$ cat config.mk
export PLATFORM = sky130hd
export DESIGN_NAME = spmv_ctrl
export DESIGN_NICKNAME = d
export VERILOG_FILES = /design/src/hdl/spmv_pkg.sv /design/src/hdl/spmv_ctrl.sv
export SDC_FILE = /design/constraint.sdc
export NUM_CORES = 1
export LEC_CHECK = 0
export BUFFER_PORTS_ARGS = -buffer_cell sky130_fd_sc_hd__clkbuf_2
export CAP_MARGIN = 10
export CORE_AREA = 2 2 39 41
export CTS_BUF_LIST = sky130_fd_sc_hd__clkbuf_4 sky130_fd_sc_hd__clkbuf_8
export CTS_CLUSTER_DIAMETER = 40
export DETAILED_ROUTE_END_ITERATION = 10
export DIE_AREA = 0 0 41 43
export MAX_ROUTING_LAYER = met4
export PLACE_DENSITY = 0.44
export SLEW_MARGIN = 30
export SYNTH_ARGS = -nofsm -noshare
export SYNTH_HDL_FRONTEND = slang
export SYNTH_SLANG_ARGS = --single-unit
$ cat constraint.sdc
create_clock -name clk -period 1.3 [get_ports clk]
set_input_delay 0.13 -clock clk [delete_from_list [all_inputs] [get_ports clk]]
set_output_delay 0.13 -clock clk [all_outputs]
set_load 0.01 [all_outputs]
$ cat src/hdl/spmv_pkg.sv
package spmv_pkg;

  localparam int KIND_W = 2;
  localparam int IDX_W  = 10;
  localparam int VAL_W  = 32;
  localparam int RES_W  = 64;

  typedef enum logic [KIND_W-1:0] {
    KIND_LOAD = 2'd0,
    KIND_ACC  = 2'd1,
    KIND_READ = 2'd2
  } kind_t;

  typedef enum logic [2:0] {
    ST_CLEAR,
    ST_IDLE,
    ST_READ,
    ST_MUL,
    ST_ACC,
    ST_RET
  } state_t;

  // controller -> datapath
  typedef struct packed {
    logic capture;
    logic clear_wr;
    logic vec_wr;
    logic acc_wr;
    logic ret;
  } cmd_t;

  // datapath -> controller
  typedef struct packed {
    kind_t kind;
    logic  row_ok;
    logic  col_ok;
    logic  out_free;
    logic  clear_last;
  } status_t;

endpackage

$ cat src/hdl/spmv_ctrl.sv
module spmv_ctrl (
  input  logic               clk,
  input  logic               rst,
  input  logic               in_valid,
  output logic               in_ready,
  input  spmv_pkg::status_t  sts,
  output spmv_pkg::cmd_t     cmd
);

  spmv_pkg::state_t state;
  spmv_pkg::state_t state_next;

  always_ff @(posedge clk) begin
    if (rst) begin
      state <= spmv_pkg::ST_CLEAR;
    end else begin
      state <= state_next;
    end
  end

  always_comb begin
    state_next = state;
    cmd        = '0;
    in_ready   = 1'b0;
    unique case (state)
      spmv_pkg::ST_CLEAR: begin
        cmd.clear_wr = 1'b1;
        if (sts.clear_last) begin
          state_next = spmv_pkg::ST_IDLE;
        end
      end
      spmv_pkg::ST_IDLE: begin
        in_ready    = 1'b1;
        cmd.capture = in_valid;
        if (in_valid) begin
          state_next = spmv_pkg::ST_READ;
        end
      end
      spmv_pkg::ST_READ: begin
        // memory reads at the captured addresses are in flight
        unique case (sts.kind)
          spmv_pkg::KIND_LOAD: begin
            cmd.vec_wr = sts.col_ok;
            state_next = spmv_pkg::ST_IDLE;
          end
          spmv_pkg::KIND_ACC: begin
            state_next = (sts.row_ok && sts.col_ok) ? spmv_pkg::ST_MUL : spmv_pkg::ST_IDLE;
          end
          spmv_pkg::KIND_READ: begin
            state_next = spmv_pkg::ST_RET;
          end
          default: begin
            state_next = spmv_pkg::ST_IDLE;
          end
        endcase
      end
      spmv_pkg::ST_MUL: begin
        state_next = spmv_pkg::ST_ACC;
      end
      spmv_pkg::ST_ACC: begin
        cmd.acc_wr = 1'b1;
        state_next = spmv_pkg::ST_IDLE;
      end
      spmv_pkg::ST_RET: begin
        // hold until the output register can take the result
        if (sts.out_free) begin
          cmd.ret    = 1'b1;
          state_next = spmv_pkg::ST_IDLE;
        end
      end
      default: begin
        state_next = spmv_pkg::ST_IDLE;
      end
    endcase
  end

  a_one_result_writer: assert property (@(posedge clk) disable iff (rst)
    $onehot0({cmd.clear_wr, cmd.acc_wr, cmd.ret}))
    else $error("more than one writer on the result store port");

  a_ret_needs_room: assert property (@(posedge clk) disable iff (rst)
    cmd.ret |-> sts.out_free)
    else $error("result loaded over a pending output transfer");

  a_capture_then_read: assert property (@(posedge clk) disable iff (rst)
    cmd.capture |=> state == spmv_pkg::ST_READ)
    else $error("captured item did not advance to the read step");

endmodule

==> flow_summary.toml <==
[final_layout]
nets = 65
largest_reg_flops = 3
area_delta_synth_final_pct = 57.3
fillCellCount = 166
largestRegisters = "state: 3 flops"
final_cell_area_sq_um = 429
drive_gt1_frac = 0.558
diodes = 0
top_register = "state"

[global_routing]
grt_max_degree = 11
global_route.overflow_total = 0
grt_pass1_wl_mm = 1.01
grt_pass1_vias = 272
antenna_found_initial = 0
grt.total_usage = 0.0894

[pwr]
leakagePower_nw = 0.213
finalPower_mw = 0.383
ir_worst_vdd_v = 0.000328
power_density_mw_per_mm2 = 892

[worst_setup_path]
critPathArrivalTime_ps = 1110
rrSetupSlack_ps = 70
slowest_delay_ps = 350
cp-end-kind = "primary output"
required_ps = 1170
path_cells = "and4bb_1 > and2_4 > buf_6"
critical_path.top_delay_family = "simple AND/OR/NAND/NOR gates"
r2r-start = "state[0]$_SDFFE_PP0P_"
worstSetupPathType = "flip-flop to primary output"
r2r.worst_path.cells = 4
start_kind = "flip-flop"
worstPathMaxFanout = 4
reg2reg_to = "state[0]$_SDFFE_PP0P_"
cp_num_buf_inv = 1
slowest_stage = "dfxtp_4"

[synth]
synthCells = 32
synth_cell_type_count = 20
synth_common_cells = "inv_1, nor2_1, dfxtp_1, ha_1"
synth_edf_count = 0
ys_async_sr_fraction = 0
syn_nets = 44
synth_seq_cells = 3
synth-main-ff-cell = "dfxtp_1"
synth.yosys.seq_area_share = 0.220
yosys_warnings = 0
avgSynthCellArea_sq_um = 8.52
synth_top_area_share = 0.220
synth_area_sq_um = 273
yosys.area.top_type = "dfxtp_1"
ys_top_cells_by_area = "dfxtp_1, ha_1, inv_1"

[detailed_routing]
drt_iter0_markers = 4
antenna_left = 0
firstDrtPassIters = 3
wire_per_inst_um = 10.0
wl_um = 681
num_vias = 296
vias_per_cell = 4.35
drc = 0

[timing]
slew_viol_final = 0
slew_headroom = 0.883
rsz0062_at_grt = "no"
fmax_mhz = 805
finalSetupTns_ps = 0
setup-violations-final = 0
min_period_ps = 1240
fin_hold_ws_ps = 84.5
hold_viol = 0
finClkSkew_ps = 1.60
worst_pin_slew_ps = 173
fin_crit_sh = 0.955
setup_ws_ps = 58.3

[flow_run]
cap_violations = 0

[floorplan]
num_rows = 14
io_pins = 15
core-area_sq_mm = 0.00138
die_w_um = 41
die_height_um = 43
dieArea_sq_mm = 0.00176
initial_utilization = 0.197

[worst_hold_path]
hp-start = "rst"
min_to = "state[1]$_SDFFE_PP0P_"
min_path_cells = 2
hp-class = "input port to flip-flop"

[cts]
cts_tree = "yes"
htreeDepth = 1
cts_max_path_buffers = 2
clkTransAtPathRegs_ps = 40
cts_sinks = 3
clockRootBuffer = "clkbuf_4"
clk_latency_ps = 230
cts-buffers-inserted = 3

[place]
dp_hpwl_um = 484
place_congestion = 0.647
dp_slack_ps = 107
place.port_buffers = 14
placed_cell_area_sq_um = 344

[status]
status = "finished clean"
routing by layer:
| layer | vias up | track usage | wire length (um) |
|---|---|---|---|
| met5 | - | - | 0 |
| met4 | 0 | 0.0800 | 0 |
| met3 | 0 | 0.0366 | 66 |
| met2 | 12 | 0.128 | 322 |
| met1 | 132 | 0.0865 | 291 |
| li1 | 152 | - | - |
logic make-up (layout without fill, tap and decap cells):
family                     Yosys count  count (layout)  synth area share
buffers and inverters                6              26             0.124
and+or+nand+nor                     13              13             0.326
adders and majority gates            3               3             0.138
muxes                                1               1            0.0413
DFF                                  3               3             0.220
AOI/OAI and AO/OA                    6               6             0.151
how the worst max path moves through the flow:
stage                          start               endpoint  slack (ps)  cells after the start
2_1_floorplan  state[0]$_SDFFE_PP0P_  state[0]$_SDFFE_PP0P_         170                      4
3_3_place_gp   state[0]$_SDFFE_PP0P_  state[1]$_SDFFE_PP0P_         130                      3
3_5_place_dp   state[0]$_SDFFE_PP0P_  state[1]$_SDFFE_PP0P_         110                      3
4_1_cts        state[0]$_SDFFE_PP0P_                 cmd[2]          10                      3
5_1_grt        state[1]$_SDFFE_PP0P_                 cmd[4]           2                      3
6_report       state[2]$_SDFFE_PP0P_                 cmd[2]          60                      3
cells in the final DEF, fill, tap and decap left out, types with 2 or more instances in the layout:
cell,synthesis,routed
clkbuf_2,0,13
nand3b_1,2,2
o21ai_0,2,2
ha_1,3,3
inv_1,4,4
clkbuf_4,0,4
dfxtp_4,0,3
buf_4,1,4
nor2_1,4,4
worst reg2reg max path: stages, from the launching register on:
cell	delay, ps
dfxtp_4	350
buf_4	140
or3_2	430
a21oi_1	150
nor2_1	50
per-stage QoR:
step / std cells / utilization
final: 68 / 0.310
after global routing: 68 / 0.310
after CTS: 64 / 0.281
after detailed placement: 60 / 0.249
after global placement: 60 / 0.249
after floorplan: 32 / -
cell type report:
| type | count | area [sq um] | area share |
|---|---|---|---|
| Sequential cell | 3 | 71.3 | 0.166 |
| Tap cell | 16 | 20.0 | 0.0466 |
| Multi-Input combinational cell | 23 | 186 | 0.434 |
| Clock buffer | 4 | 30.0 | 0.0700 |
| Inverter | 4 | 15.0 | 0.0350 |
| Timing Repair Buffer | 18 | 106 | 0.248 |
power breakdown:
part / switching (mW) / leakage [nW] / internal, mW
Clock: 0.0494 / 0.0184 / 0.136
Combinational: 0.0391 / 0.168 / 0.0525
Sequential: 0.00970 / 0.0267 / 0.0964
repair_timing:
item | in CTS | in global routing
hold buffers | 0 | 0
gates resized for setup | 6 | 4
endpoints found under the setup margin | 3 | 2
pin swaps | 0 | 1
buffers inserted | 0 | 4
Power figures use the tool's default switching activity.
